[src/hdl/las_pkg.sv]
// ----------------------------------------------------------------------------
// las_pkg
// Shared types and constants of the local alignment scorer.
// ----------------------------------------------------------------------------
package las_pkg;

  localparam int QUERY_CELLS = 256;
  localparam int COL_W       = 16;
  localparam int SYM_W       = 8;
  localparam int SCORE_W     = 12;
  localparam int CALC_W      = SCORE_W + 2;
  localparam int ROW_W       = $clog2(QUERY_CELLS + 1);
  localparam int CNT_W       = $clog2(QUERY_CELLS + 1);
  localparam int MATCH_W     = 4;
  localparam int CFG_W       = 5;
  localparam int CFG_IDX_W   = 2;

  localparam logic [SCORE_W-1:0] SCORE_MAX = {SCORE_W{1'b1}};
  localparam logic [COL_W-1:0]   COL_MAX   = {COL_W{1'b1}};

  // command codes
  localparam logic CMD_LOAD   = 1'b0;
  localparam logic CMD_TARGET = 1'b1;

  // configuration register indexes
  localparam logic [CFG_IDX_W-1:0] CFG_MATCH    = 2'd0;
  localparam logic [CFG_IDX_W-1:0] CFG_MISMATCH = 2'd1;
  localparam logic [CFG_IDX_W-1:0] CFG_GAP      = 2'd2;

  localparam logic [MATCH_W-1:0] MATCH_RST    = 4'd3;
  localparam logic [CFG_W-1:0]   MISMATCH_RST = 5'b11101;
  localparam logic [CFG_W-1:0]   GAP_RST      = 5'b11110;

  typedef struct packed {
    logic [MATCH_W-1:0] match;
    logic [CFG_W-1:0]   mismatch;
    logic [CFG_W-1:0]   gap;
  } cfg_t;

  // one target symbol travelling down the chain
  typedef struct packed {
    logic               last;
    logic [SYM_W-1:0]   symbol;
    logic [COL_W-1:0]   col;
    logic [SCORE_W-1:0] up;
    logic [SCORE_W-1:0] diag;
    logic [SCORE_W-1:0] best_score;
    logic [ROW_W-1:0]   best_row;
    logic [COL_W-1:0]   best_col;
  } wave_t;

  typedef struct packed {
    logic             en;
    logic             clear;
    logic             load;
    logic [ROW_W-1:0] wr_row;
    logic [SYM_W-1:0] sym;
    logic [ROW_W-1:0] qlen;
  } cell_ctl_t;

endpackage

[src/hdl/las_cell.sv]
// ----------------------------------------------------------------------------
// las_cell
// One query row of the systolic score array.
// ----------------------------------------------------------------------------
module las_cell (
  input  logic               clk,
  input  logic               rst_n,
  input  las_pkg::cell_ctl_t ctl,
  input  las_pkg::cfg_t      cfg,
  input  logic [las_pkg::ROW_W-1:0] row,
  input  logic               in_vld,
  input  las_pkg::wave_t     in_wave,
  output logic               out_vld,
  output las_pkg::wave_t     out_wave
);
  import las_pkg::*;

  logic [SYM_W-1:0]   qsym_r;
  logic [SCORE_W-1:0] h_r;
  logic [SCORE_W-1:0] h_nxt;
  logic [SCORE_W-1:0] lb_score_r;
  logic [SCORE_W-1:0] lb_score_nxt;
  logic [COL_W-1:0]   lb_col_r;
  logic [COL_W-1:0]   lb_col_nxt;
  logic               vld_r;
  wave_t              wave_r;
  wave_t              wave_nxt;

  logic                     act;
  logic signed [CALC_W-1:0] sub;
  logic signed [CALC_W-1:0] gap_ext;
  logic signed [CALC_W-1:0] diag_sum;
  logic signed [CALC_W-1:0] up_sum;
  logic signed [CALC_W-1:0] left_sum;
  logic signed [CALC_W-1:0] v_max;
  logic [SCORE_W-1:0]       v;

  always_comb begin
    // rows past the loaded query stay at zero
    act = (row <= ctl.qlen);
    if (qsym_r == in_wave.symbol) begin
      sub = $signed({{(CALC_W-MATCH_W){1'b0}}, cfg.match});
    end else begin
      sub = $signed({{(CALC_W-CFG_W){cfg.mismatch[CFG_W-1]}}, cfg.mismatch});
    end
    gap_ext  = $signed({{(CALC_W-CFG_W){cfg.gap[CFG_W-1]}}, cfg.gap});
    diag_sum = $signed({2'b00, in_wave.diag}) + sub;
    up_sum   = $signed({2'b00, in_wave.up}) + gap_ext;
    left_sum = $signed({2'b00, h_r}) + gap_ext;

    v_max = diag_sum;
    if (up_sum > v_max) begin
      v_max = up_sum;
    end
    if (left_sum > v_max) begin
      v_max = left_sum;
    end
    if (v_max < $signed(CALC_W'(0))) begin
      v = '0;
    end else if (v_max > $signed({2'b00, SCORE_MAX})) begin
      v = SCORE_MAX;
    end else begin
      v = v_max[SCORE_W-1:0];
    end
    h_nxt = act ? v : '0;

    // earliest column wins inside a row
    lb_score_nxt = lb_score_r;
    lb_col_nxt   = lb_col_r;
    if (act && (v > lb_score_r)) begin
      lb_score_nxt = v;
      lb_col_nxt   = in_wave.col;
    end

    wave_nxt      = in_wave;
    wave_nxt.up   = h_nxt;
    wave_nxt.diag = h_r;
    // lower rows already in the item win ties
    if (act && (lb_score_nxt > in_wave.best_score)) begin
      wave_nxt.best_score = lb_score_nxt;
      wave_nxt.best_row   = row;
      wave_nxt.best_col   = lb_col_nxt;
    end
  end

  always_ff @(posedge clk) begin
    if (!rst_n) begin
      vld_r      <= 1'b0;
      h_r        <= '0;
      lb_score_r <= '0;
      lb_col_r   <= '0;
    end else begin
      if (ctl.en) begin
        vld_r <= in_vld;
      end
      if (ctl.clear) begin
        h_r        <= '0;
        lb_score_r <= '0;
        lb_col_r   <= '0;
      end else if (ctl.en && in_vld) begin
        // the final symbol of a stream leaves the row clean for the next one
        h_r        <= in_wave.last ? '0 : h_nxt;
        lb_score_r <= in_wave.last ? '0 : lb_score_nxt;
        lb_col_r   <= in_wave.last ? '0 : lb_col_nxt;
      end
    end
  end

  always_ff @(posedge clk) begin
    if (ctl.en && in_vld) begin
      wave_r <= wave_nxt;
    end
    if (ctl.load && (ctl.wr_row == row)) begin
      qsym_r <= ctl.sym;
    end
  end

  assign out_vld  = vld_r;
  assign out_wave = wave_r;

endmodule

[config.mk]
export PLATFORM = sky130hd
export DESIGN_NAME = las_cell
export DESIGN_NICKNAME = d
export VERILOG_FILES = /design/src/hdl/las_pkg.sv /design/src/hdl/las_cell.sv
export SDC_FILE = /design/constraint.sdc
export NUM_CORES = 1
export LEC_CHECK = 0
export ABC_AREA = 1
export BUFFER_PORTS_ARGS = -buffer_cell sky130_fd_sc_hd__buf_4
export CELL_PAD_IN_SITES_DETAIL_PLACEMENT = 0
export CELL_PAD_IN_SITES_GLOBAL_PLACEMENT = 1
export CORE_UTILIZATION = 43
export DETAILED_ROUTE_END_ITERATION = 6
export GPL_TIMING_DRIVEN = 0
export PLACE_DENSITY_LB_ADDON = 0.05
export SETUP_SLACK_MARGIN = 0.3
export SLEW_MARGIN = 25
export SYNTH_ARGS = -nofsm -noshare
export SYNTH_HDL_FRONTEND = slang
export SYNTH_SLANG_ARGS = --single-unit
export TNS_END_PERCENT = 30
[constraint.sdc]
create_clock -name clk -period 22.9 [get_ports clk]
set_input_delay 3.435 -clock clk [delete_from_list [all_inputs] [get_ports clk]]
set_output_delay 3.435 -clock clk [all_outputs]
set_load 0.02 [all_outputs]
; Yosys cells after proc, flatten, opt, wreduce, memory -nomap -nowiden
; Index checks and enable logic that the tools add are counted.
[totals]
latchBits = 0
inputBits = 141
ram_bits = 0
n_memories = 0
word_cells = 43
output_inout_bits = 87
mem_bits_ro = 0
regBits = 135
[op_classes]
shift = 0
add_sub_neg = 3
n_reduce_logical = 5
n_lt_le_gt_ge = 7
n_mux = 12
n_bitwise = 1
n_eq_ne = 2
div = 0
n_mul = 0
[op_table]
columns = operator, n
row1 = 12-bit two-way mux, 6
row2 = 14-bit two-way mux, 3
row3 = 37-bit two-way mux, 1
row4 = 16-bit two-way mux, 2
row5 = 13-bit by 5-bit adder with 14-bit output, 2
row6 = 14-bit > comparator, 2
row7 = 12-bit > comparator, 2
row8 = 13-bit by 14-bit adder with 14-bit output, 1
row9 = "14-bit by 13-bit > comparator with 1-bit output, second input constant", 1
row10 = "14-bit by 1-bit < comparator with 1-bit output, second input constant", 1
row11 = 9-bit equality test, 1
row12 = 9-bit less-or-equal comparator, 1
row13 = 8-bit equality test, 1
row14 = 1-bit logical AND, 4
row15 = 2-bit OR reduction, 1
row16 = 1-bit inverter, 1

; Longest topological paths before layout
; Gate-level depths: netlist of run 1.
[depth]
depth_word = 16
mapped_depth = 75
ltp_nobuf = 71

; Least setup slack after synthesis of run 1
; Ideal clock, no wire load.
[synth_path]
path_type = in2reg
start = in in_wave[83] (netlist name)
end = reg wave_r, in the netlist out_wave[16] (data pin)
setup_ns = 0.266
path_buffers = 8
required_time_ns = 22.634
stages = 63
arrival_time_ns = 11.613
slack_ns = 11.022
cell_sequence = xnor2_1 -> nand2_1 -> nor2_2 -> nand2_2 -> buf_6 -> inv_1 -> nand2_1 -> nand2_1 -> ha_1 -> a21o_1 -> a31oi_1 -> nor2_1 -> o21ai_0 -> nand2_1 -> nand4_1 -> nand3_1 -> nand3b_1 -> nand2_1 -> [... 27 more ...] -> nand3_1 -> nor3_1 -> nand2_1 -> o2111ai_1 -> nand3_1 -> clkbuf_1 -> clkbuf_1 -> nand2_1 -> nand2_2 -> ha_1 -> a21oi_1 -> o211ai_1 -> nand2_1 -> o2111ai_1 -> nand3_1 -> clkbuf_1 -> clkbuf_1 -> o21ai_0
[synth_lines]
columns = item, line_no
row1 = start: declaration, las_cell.sv:12  ; input las_pkg::wave_t in_wave,
row2 = end signal: assignment, las_cell.sv:111  ; wave_r <= wave_nxt;
row3 = end: declaration, las_cell.sv:26  ; wave_t wave_r;

==> results_tabular.tex, run 1 <==
\begin{tabular}{lr}
\hline
Metric & Value \\
\hline
\multicolumn{2}{l}{\textbf{Worst setup path}} \\
\quad Arrival time at the worst endpoint & 14.20 ns \\
\quad Kind of start point of the critical path & input pin \\
\quad Critical path fanouts, max & 10 \\
\quad Sort of element at the end of the critical path & register \\
\quad Dominant cell type by count on the critical path & nand2\_1 \\
\quad Reg-to-Reg Start & qsym\_r[3]\$\_DFFE\_PP\_ \\
\quad Slowest stage cell, crit path & clkbuf\_1 \\
\quad Worst Path Required & 23.03 ns \\
\quad Type of the setup path with the least slack & input pin to register \\
\quad Launch point of the worst path & in\_wave[80] \\
\quad CP peak stage delay & 0.47 ns \\
\multicolumn{2}{l}{\textbf{Timing}} \\
\quad RSZ-0062 raised after global routing & no \\
\quad Final critical-path share of the clock period & 0.614 \\
\quad Fin Setup TNS & 0 ns \\
\quad Worst clock skew on the final layout & 0.0183 ns \\
\quad Max Clk Rate & 0.0711 GHz \\
\quad Worst-case setup margin in the final layout & 8.83 ns \\
\quad Final critical-path required period & 14.07 ns \\
\quad Slew @ Worst Pin & 0.787 ns \\
\quad Slew Limit Headroom & 0.471 \\
\quad Final number of hold-violating endpoints & 0 \\
\quad Pins Over Slew Limit & 0 \\
\quad Total setup violations reported at the end of the flow & 0 \\
\multicolumn{2}{l}{\textbf{CTS}} \\
\quad Number of instances resized during post-cts repair & 0 \\
\quad Total of hold buffers inserted after clock tree synthesis & 0 \\
\quad Clock latency reported for the late side of the worst-skew pair & 0.43 ns \\
\quad Number of buffers between clock root and the deepest sink & 2 \\
\quad CTS clock-pin slew for the worst setup and hold paths & 0.06 ns \\
\quad Clk Tree Root Cell & clkbuf\_16 \\
\quad Post-CTS setup buffer count & 0 \\
\quad Number of clock sinks & 135 \\
\quad Number of buffers inserted during clock tree synthesis & 17 \\
\quad TritonCTS clock tree & built \\
\quad Deepest level of the CTS H-tree & 4 \\
\multicolumn{2}{l}{\textbf{Cells and area}} \\
\quad Post-route cell area & 12000 um2 \\
\quad Total number of nets in the final design & 1605 \\
\quad Inserted Diodes & 0 \\
\quad Fraction of layout instances using a drive strength above 1 & 0.272 \\
\quad Layout Area Growth over Synthesis & 29.4\% \\
\quad Final standard cell count with taps included and fillers excluded & 1659 \\
\multicolumn{2}{l}{\textbf{Synth}} \\
\quad Library cells used by synthesis & 47 \\
\quad Number of warning messages in the yosys log & 0 \\
\quad FF+latch count, synth & 135 \\
\quad Leading post-synthesis cells by cell area & edfxtp\_1, ha\_1, nand2\_1 \\
\quad Total standard cell area after synthesis & 9240 um2 \\
\quad Most common library cells after synthesis & nand2\_1, inv\_1, edfxtp\_1 \\
\quad Sequential-to-total area share from yosys stat & 0.394 \\
\quad Post-Synthesis Net Count & 1357 \\
\quad Mean instance size in the synthesized netlist & 8.23 um2 \\
\quad Proportion of register bits with asynchronous set or reset after synthesis & 0 \\
\quad Share of the synthesized area in the top cell type & 0.305 \\
\quad Leading area contributor after synthesis & edfxtp\_1 \\
\quad Synthesized instance count & 1123 \\
\quad Most used DFF post-synth & edfxtp\_1 \\
\quad Number of enable-type register cells in the synthesized netlist & 94 \\
\quad Most numerous cell in the Yosys netlist & nand2\_1 \\
\multicolumn{2}{l}{\textbf{Power and ir drop}} \\
\quad Sw Share & 0.416 \\
\quad Total Power Consumption & 1120 uW \\
\quad Static Leak & 0.00572 uW \\
\quad Pwr Density & 93.9 nW/um2 \\
\quad Net switching power figure & 467 uW \\
\quad Maximum resistive drop on vdd & 0.0000603 V \\
\quad Internal power component & 656 uW \\
\quad Part of the total power dissipated in the clock network & 0.261 \\
\quad Seq pwr share & 0.264 \\
\quad Combinational share of power & 0.475 \\
\multicolumn{2}{l}{\textbf{Worst hold path}} \\
\quad Min-delay worst type & register to register \\
\quad Hold path startpoint & lb\_col\_r[9]\$\_SDFFE\_PP0P\_ \\
\multicolumn{2}{l}{\textbf{Routing}} \\
\quad Routed length per placed instance & 15.0 um \\
\quad Initial DRC Count & 351 \\
\quad DR vias/cell & 4.88 \\
\quad Post-route ant nets & 0 \\
\quad Final wirelength & 24.9 mm \\
\quad Post-route DRC & 0 \\
\quad Detailed-routing iteration count for the pre-antenna-repair pass & 4 \\
\quad Routed via count & 8098 \\
\multicolumn{2}{l}{\textbf{Floorplan}} \\
\quad Area of the core & 21000 um2 \\
\quad Standard-cell row count & 53 \\
\quad Vertical die dimension & 149 um \\
\quad Overall die area & 22100 um2 \\
\quad Width of the die & 149 um \\
\quad I/O pins & 228 \\
\quad Starting Density & 0.440 \\
\multicolumn{2}{l}{\textbf{Global route}} \\
\quad Residual overflow from global routing & 0 \\
\quad Maximum number of pins on one net before global-route repair & 58 \\
\quad Antenna violations before repair & 0 \\
\quad Global Route Usage Sum & 0.230 \\
\quad Global-route wire length before repair & 39.6 mm \\
\quad Number of global-route vias before repair & 7709 \\
\multicolumn{2}{l}{\textbf{Placed design}} \\
\quad Placement-stage worst setup slack & 8.55 ns \\
\quad \# placed instances & 1627 \\
\quad HPWL Detailed & 19.6 mm \\
\quad Port-buffer cells & 227 \\
\quad Instance area at placement & 11300 um2 \\
\quad RePlAce Congestion & 0.833 \\
\multicolumn{2}{l}{\textbf{Job}} \\
\quad Max-cap violation count & 0 \\
\multicolumn{2}{l}{\textbf{Status}} \\
\quad Outcome & finished clean \\
\hline
\end{tabular}
## flip-flops by register name, indices dropped and copies added, names as in the netlist
register,count
out_vld,1
qsym_r,8
lb_col_r,16
out_wave,86
lb_score_r,12
h_r,12
## layer usage
layer  global-route usage  part of all wire
met1                0.327              0.50
met2                0.364              0.45
met3               0.0405             0.046
met4               0.0438            0.0053
met5                    0                 0
## worst paths after layout
check / cells past startpoint / slack [ns] / to
setup / recovery: 65 / 8.83 / out_wave[23]$_DFFE_PP_
hold / removal: 2 / 0.46 / lb_col_r[9]$_SDFFE_PP0P_
setup reg to reg: 64 / 11.58 / out_wave[23]$_DFFE_PP_
hold reg to reg: 2 / 0.46 / lb_col_r[9]$_SDFFE_PP0P_
## cell type report
| cell class | count | area (um2) |
|---|---|---|
| Buffer | 36 | 204 |
| Clock buffer | 17 | 425 |
| Clock inverter | 15 | 200 |
| Fill cell | 1988 | 9060 |
| Inverter | 148 | 561 |
| Multi-Input combinational cell | 804 | 4850 |
| Sequential cell | 135 | 3640 |
| Tap cell | 275 | 344 |
| Timing Repair Buffer | 229 | 1740 |
## cell families after synthesis
kind of cell	after synthesis	share of synthesized area
simple gates	484	0.238
fa+ha+maj	93	0.128
buf+inv	184	0.0822
flops	135	0.394
xor+xnor	40	0.0395
compound gates	187	0.117
## per-stage QoR
| stage | util | hold slack (ns) |
|---|---|---|
| floorplan | - | 0.435 |
| global placement | 0.537 | 0.448 |
| detailed placement | 0.539 | 0.451 |
| CTS | 0.569 | 0.461 |
| global route | 0.569 | 0.478 |
| finish | 0.569 | 0.459 |
## placed cells by master (no fill, tap or decap), types with 13 or more instances in the layout
cell	n
buf_4	228
nor2_2	14
inv_1	144
xor2_1	30
nand2_2	44
o21ai_0	64
nand2_1	279
edfxtp_1	94
and2_1	13
nand3_1	64
nor2_1	23
clkbuf_1	23
clkbuf_16	17
ha_1	90
dfxtp_1	41
a21oi_1	78
or2_2	22
## critical path: cells and delay by family
family	cells	cell delay, ns
AOI/OAI and AO/OA	7	1.18
xor gates and xnor gates	1	0.15
adders and majority gates	5	1.23
buffers and inverters	15	3.53
and+or+nand+nor	37	4.67
## power groups by stage
stage               clock network, uW  registers (uW)  logic (uW)
floorplan                           0             323         350
global placement                    0             302         523
detailed placement                  0             302         530
CTS                               298             297         535
global route                      308             298         607
finish                            293             297         534
Power figures use the tool's default switching activity.
==> run 2: changes to the inputs <==
CORE_UTILIZATION = 40   (was 43)
clock period = 13 ns   (was 22.9 ns; I/O delays follow)
==> run 2 against run 1 <==
First-iteration DRC count is 18% higher. Clock power is 58% higher. Sequential power up 76%. Sequential share of layout area hardly changed. Final cell count up 0.60%. Sequential cell count did not move. Combinational power increased by 77%. Setup slack worse by 7.6 ns. Design area hardly changed. Non-clock buffer count did not move. Critical endpoint is now out_wave[11]$_DFFE_PP_. Count of clock-buffer cells in the layout is 3 higher.
==> results_tabular.tex, run 2 (synthesis gave the netlist of run 1 again) <==
\begin{tabular}{lr}
\hline
Metric & Value \\
\hline
\multicolumn{2}{l}{\textbf{Routing}} \\
\quad DR vias/cell & 4.87 (-0.29\%) \\
\quad Detailed-routing iteration count for the pre-antenna-repair pass & 7 (+3) \\
\quad Final wirelength & 24.5 mm (-1.5\%) \\
\quad Initial DRC Count & 414 (+18\%) \\
\quad Routed length per placed instance & 14.7 um (-2.1\%) \\
\quad Post-route ant nets & 0 (unchanged) \\
\quad Post-route DRC & 0 (unchanged) \\
\quad Routed via count & 8123 (+0.31\%) \\
\multicolumn{2}{l}{\textbf{CTS}} \\
\quad TritonCTS clock tree & built \\
\quad Number of buffers inserted during clock tree synthesis & 17 (unchanged) \\
\quad Clk Tree Root Cell & clkbuf\_16 \\
\quad Number of clock sinks & 135 (unchanged) \\
\quad Number of buffers between clock root and the deepest sink & 2 (unchanged) \\
\quad Deepest level of the CTS H-tree & 4 (unchanged) \\
\quad Clock latency reported for the late side of the worst-skew pair & 0.42 ns (about the same) \\
\quad Post-CTS setup buffer count & 0 (unchanged) \\
\quad CTS clock-pin slew for the worst setup and hold paths & 0.06 ns (about the same) \\
\multicolumn{2}{l}{\textbf{Floorplan}} \\
\quad I/O pins & 228 (unchanged) \\
\quad Area of the core & 22600 um2 (+7.7\%) \\
\quad Standard-cell row count & 55 (+3.8\%) \\
\quad Width of the die & 154 um (+3.6\%) \\
\quad Starting Density & 0.408 (-0.0314) \\
\quad Overall die area & 23700 um2 (+7.4\%) \\
\quad Vertical die dimension & 154 um (+3.6\%) \\
\multicolumn{2}{l}{\textbf{Worst setup path}} \\
\quad Slack of the worst reg-to-reg path & 2.51 ns (-9.07 ns) \\
\quad Depth of the worst register-to-register path & 72 (+13\%) \\
\quad Worst flop-to-flop path endpoint & out\_wave[11]\$\_DFFE\_PP\_ \\
\quad Launch point of the worst path & in\_wave[80] \\
\quad CP peak stage delay & 0.33 ns (-0.14 ns) \\
\quad Arrival time at the worst endpoint & 11.87 ns (-2.33 ns) \\
\quad Worst Path Required & 13.15 ns (-9.88 ns) \\
\quad Critical path fanouts, max & 10 (unchanged) \\
\quad Kind of start point of the critical path & input pin \\
\quad Reg-to-Reg Start & qsym\_r[4]\$\_DFFE\_PP\_ \\
\quad Type of the setup path with the least slack & input pin to register \\
\quad Sort of element at the end of the critical path & register \\
\quad Slowest stage cell, crit path & nor4\_1 \\
\quad Dominant cell type by count on the critical path & nand2\_1 \\
\multicolumn{2}{l}{\textbf{Timing}} \\
\quad Final critical-path share of the clock period & 0.902 \\
\quad Fin Setup TNS & 0 ns (unchanged) \\
\quad Final number of hold-violating endpoints & 0 (unchanged) \\
\quad RSZ-0062 raised after global routing & no \\
\quad Slew @ Worst Pin & 0.716 ns (-0.0710 ns) \\
\quad Total setup violations reported at the end of the flow & 0 (unchanged) \\
\quad Final critical-path required period & 11.73 ns \\
\quad Slew Limit Headroom & 0.523 (+0.0517) \\
\quad Pins Over Slew Limit & 0 (unchanged) \\
\quad Worst clock skew on the final layout & 0.0129 ns (-0.00534 ns) \\
\quad Max Clk Rate & 0.0853 GHz \\
\multicolumn{2}{l}{\textbf{Power and ir drop}} \\
\quad Part of the total power dissipated in the clock network & 0.240 (-0.021) \\
\quad Pwr Density & 161 nW/um2 (+72\%) \\
\quad Sw Share & 0.417 (+0.00147) \\
\quad Static Leak & 0.00572 uW (about the same) \\
\quad Maximum resistive drop on vdd & 0.0000987 V (+64\%) \\
\quad Seq pwr share & 0.271 (+0.007) \\
\quad Net switching power figure & 806 uW (+72\%) \\
\quad Internal power component & 1130 uW (+71\%) \\
\quad Combinational share of power & 0.490 (+0.015) \\
\multicolumn{2}{l}{\textbf{Placed design}} \\
\quad Port-buffer cells & 227 (unchanged) \\
\quad HPWL Detailed & 19.4 mm (-1.2\%) \\
\quad \# placed instances & 1637 (+0.61\%) \\
\quad RePlAce Congestion & 0.814 (-2.3\%) \\
\multicolumn{2}{l}{\textbf{Global route}} \\
\quad Met2 global-route usage & 0.324 (-0.0407) \\
\quad Residual overflow from global routing & 0 (unchanged) \\
\quad Antenna violations before repair & 0 (unchanged) \\
\quad Top Usage Layer GRT & met2 \\
\quad Global Route Usage Sum & 0.210 (-0.0198) \\
\quad Maximum number of pins on one net before global-route repair & 48 (-17\%) \\
\quad Global-route wire length before repair & 39.0 mm (-1.6\%) \\
\quad Met3 usage & 0.0369 (-0.00357) \\
\quad Number of global-route vias before repair & 7550 (-2.1\%) \\
\quad GR Util met1 & 0.305 (-0.0227) \\
\multicolumn{2}{l}{\textbf{Cells and area}} \\
\quad Number of fill cells & 2257 (+14\%) \\
\quad Final standard cell count with taps included and fillers excluded & 1669 (+0.60\%) \\
\quad Largest register FFs & 86 (unchanged) \\
\quad Most used cells in the layout excluding fill and tap cells & nand2\_1, buf\_4, inv\_1 \\
\quad Most common cell after layout, fill and taps aside & nand2\_1 \\
\quad Fraction of layout instances using a drive strength above 1 & 0.283 (+0.0108) \\
\quad Inserted Diodes & 0 (unchanged) \\
\quad Total number of nets in the final design & 1605 (unchanged) \\
\quad Layout Area Growth over Synthesis & 29.4\% (about the same) \\
\multicolumn{2}{l}{\textbf{Status}} \\
\quad Outcome & finished clean \\
\multicolumn{2}{l}{\textbf{Worst hold path}} \\
\quad Worst Hold Path EP & out\_vld\$\_SDFFE\_PN0P\_ \\
\quad Min-Delay Path Depth & 2 (unchanged) \\
\quad Min-delay worst type & register to register \\
\quad Hold path startpoint & out\_vld\$\_SDFFE\_PN0P\_ \\
\multicolumn{2}{l}{\textbf{Job}} \\
\quad Max-cap violation count & 0 (unchanged) \\
\hline
\end{tabular}
[run 2: power by group through the flow]
stage          logic (uW)  registers [uW]  clock network (uW)
2_1_floorplan         617             568                   0
3_3_place_gp          930             533                   0
3_5_place_dp          934             532                   0
4_1_cts               941             523                 473
5_1_grt              1070             526                 493
6_report              945             523                 463
[run 2: per-stage QoR]
| stage | util | setup WS, ns | hold WS [ns] | power (uW) | area [um2] |
|---|---|---|---|---|---|
| floorplan | - | 2.61 | 0.435 | 1190 | 9240 |
| global placement | 0.499 | 0.106 | 0.448 | 1460 | 11300 |
| detailed placement | 0.501 | 0.103 | 0.451 | 1470 | 11300 |
| CTS | 0.526 | 0.503 | 0.461 | 1940 | 11900 |
| global route | 0.528 | 0.291 | 0.476 | 2090 | 12000 |
| finish | 0.528 | 1.27 | 0.461 | 1930 | 12000 |
[run 2: worst max-delay path by stage]
stage                             endpoint  slack [ns]  cells after the start
floorplan           out_wave[16]$_DFFE_PP_        2.61                     63
global placement    out_wave[17]$_DFFE_PP_        0.11                     65
detailed placement  out_wave[23]$_DFFE_PP_        0.10                     65
CTS                 out_wave[11]$_DFFE_PP_        0.50                     67
global route        out_wave[12]$_DFFE_PP_        0.29                     73
finish              out_wave[11]$_DFFE_PP_        1.27                     71
[run 2: cell type report]
cell class                 instances  area [um2]  area share
inverter                         148         564      0.0472
timing repair buffer             229        1740       0.145
clock buffer                      20         457      0.0382
multi-input combinational        804        4880       0.408
clock inverter                    12         109     0.00910
buffer                            36         214      0.0179
sequential                       135        3640       0.305
tap                              285         357      0.0298
[run 2: per-layer routing]
metal	share of wire	vias to the layer above
met3	0.042	19
met5	0	-
met4	0.011	0
met2	0.43	190
li1	-	4229
met1	0.51	3685
[run 2: timing repair]
item | 4_1_cts | 5_1_grt
endpoints found under the hold margin | 0 | 0
resized for setup | 0 | 25
setup endpoints to repair | 0 | 37
hold buffers | 0 | 0
[run 2: worst max-delay path, delay by kind of cell]
kind	cells	cell delay [ns]
compound gates	9	1.40
xor+xnor	2	0.34
fa+ha+maj	5	1.46
buf+inv	13	2.19
simple gates	42	4.48
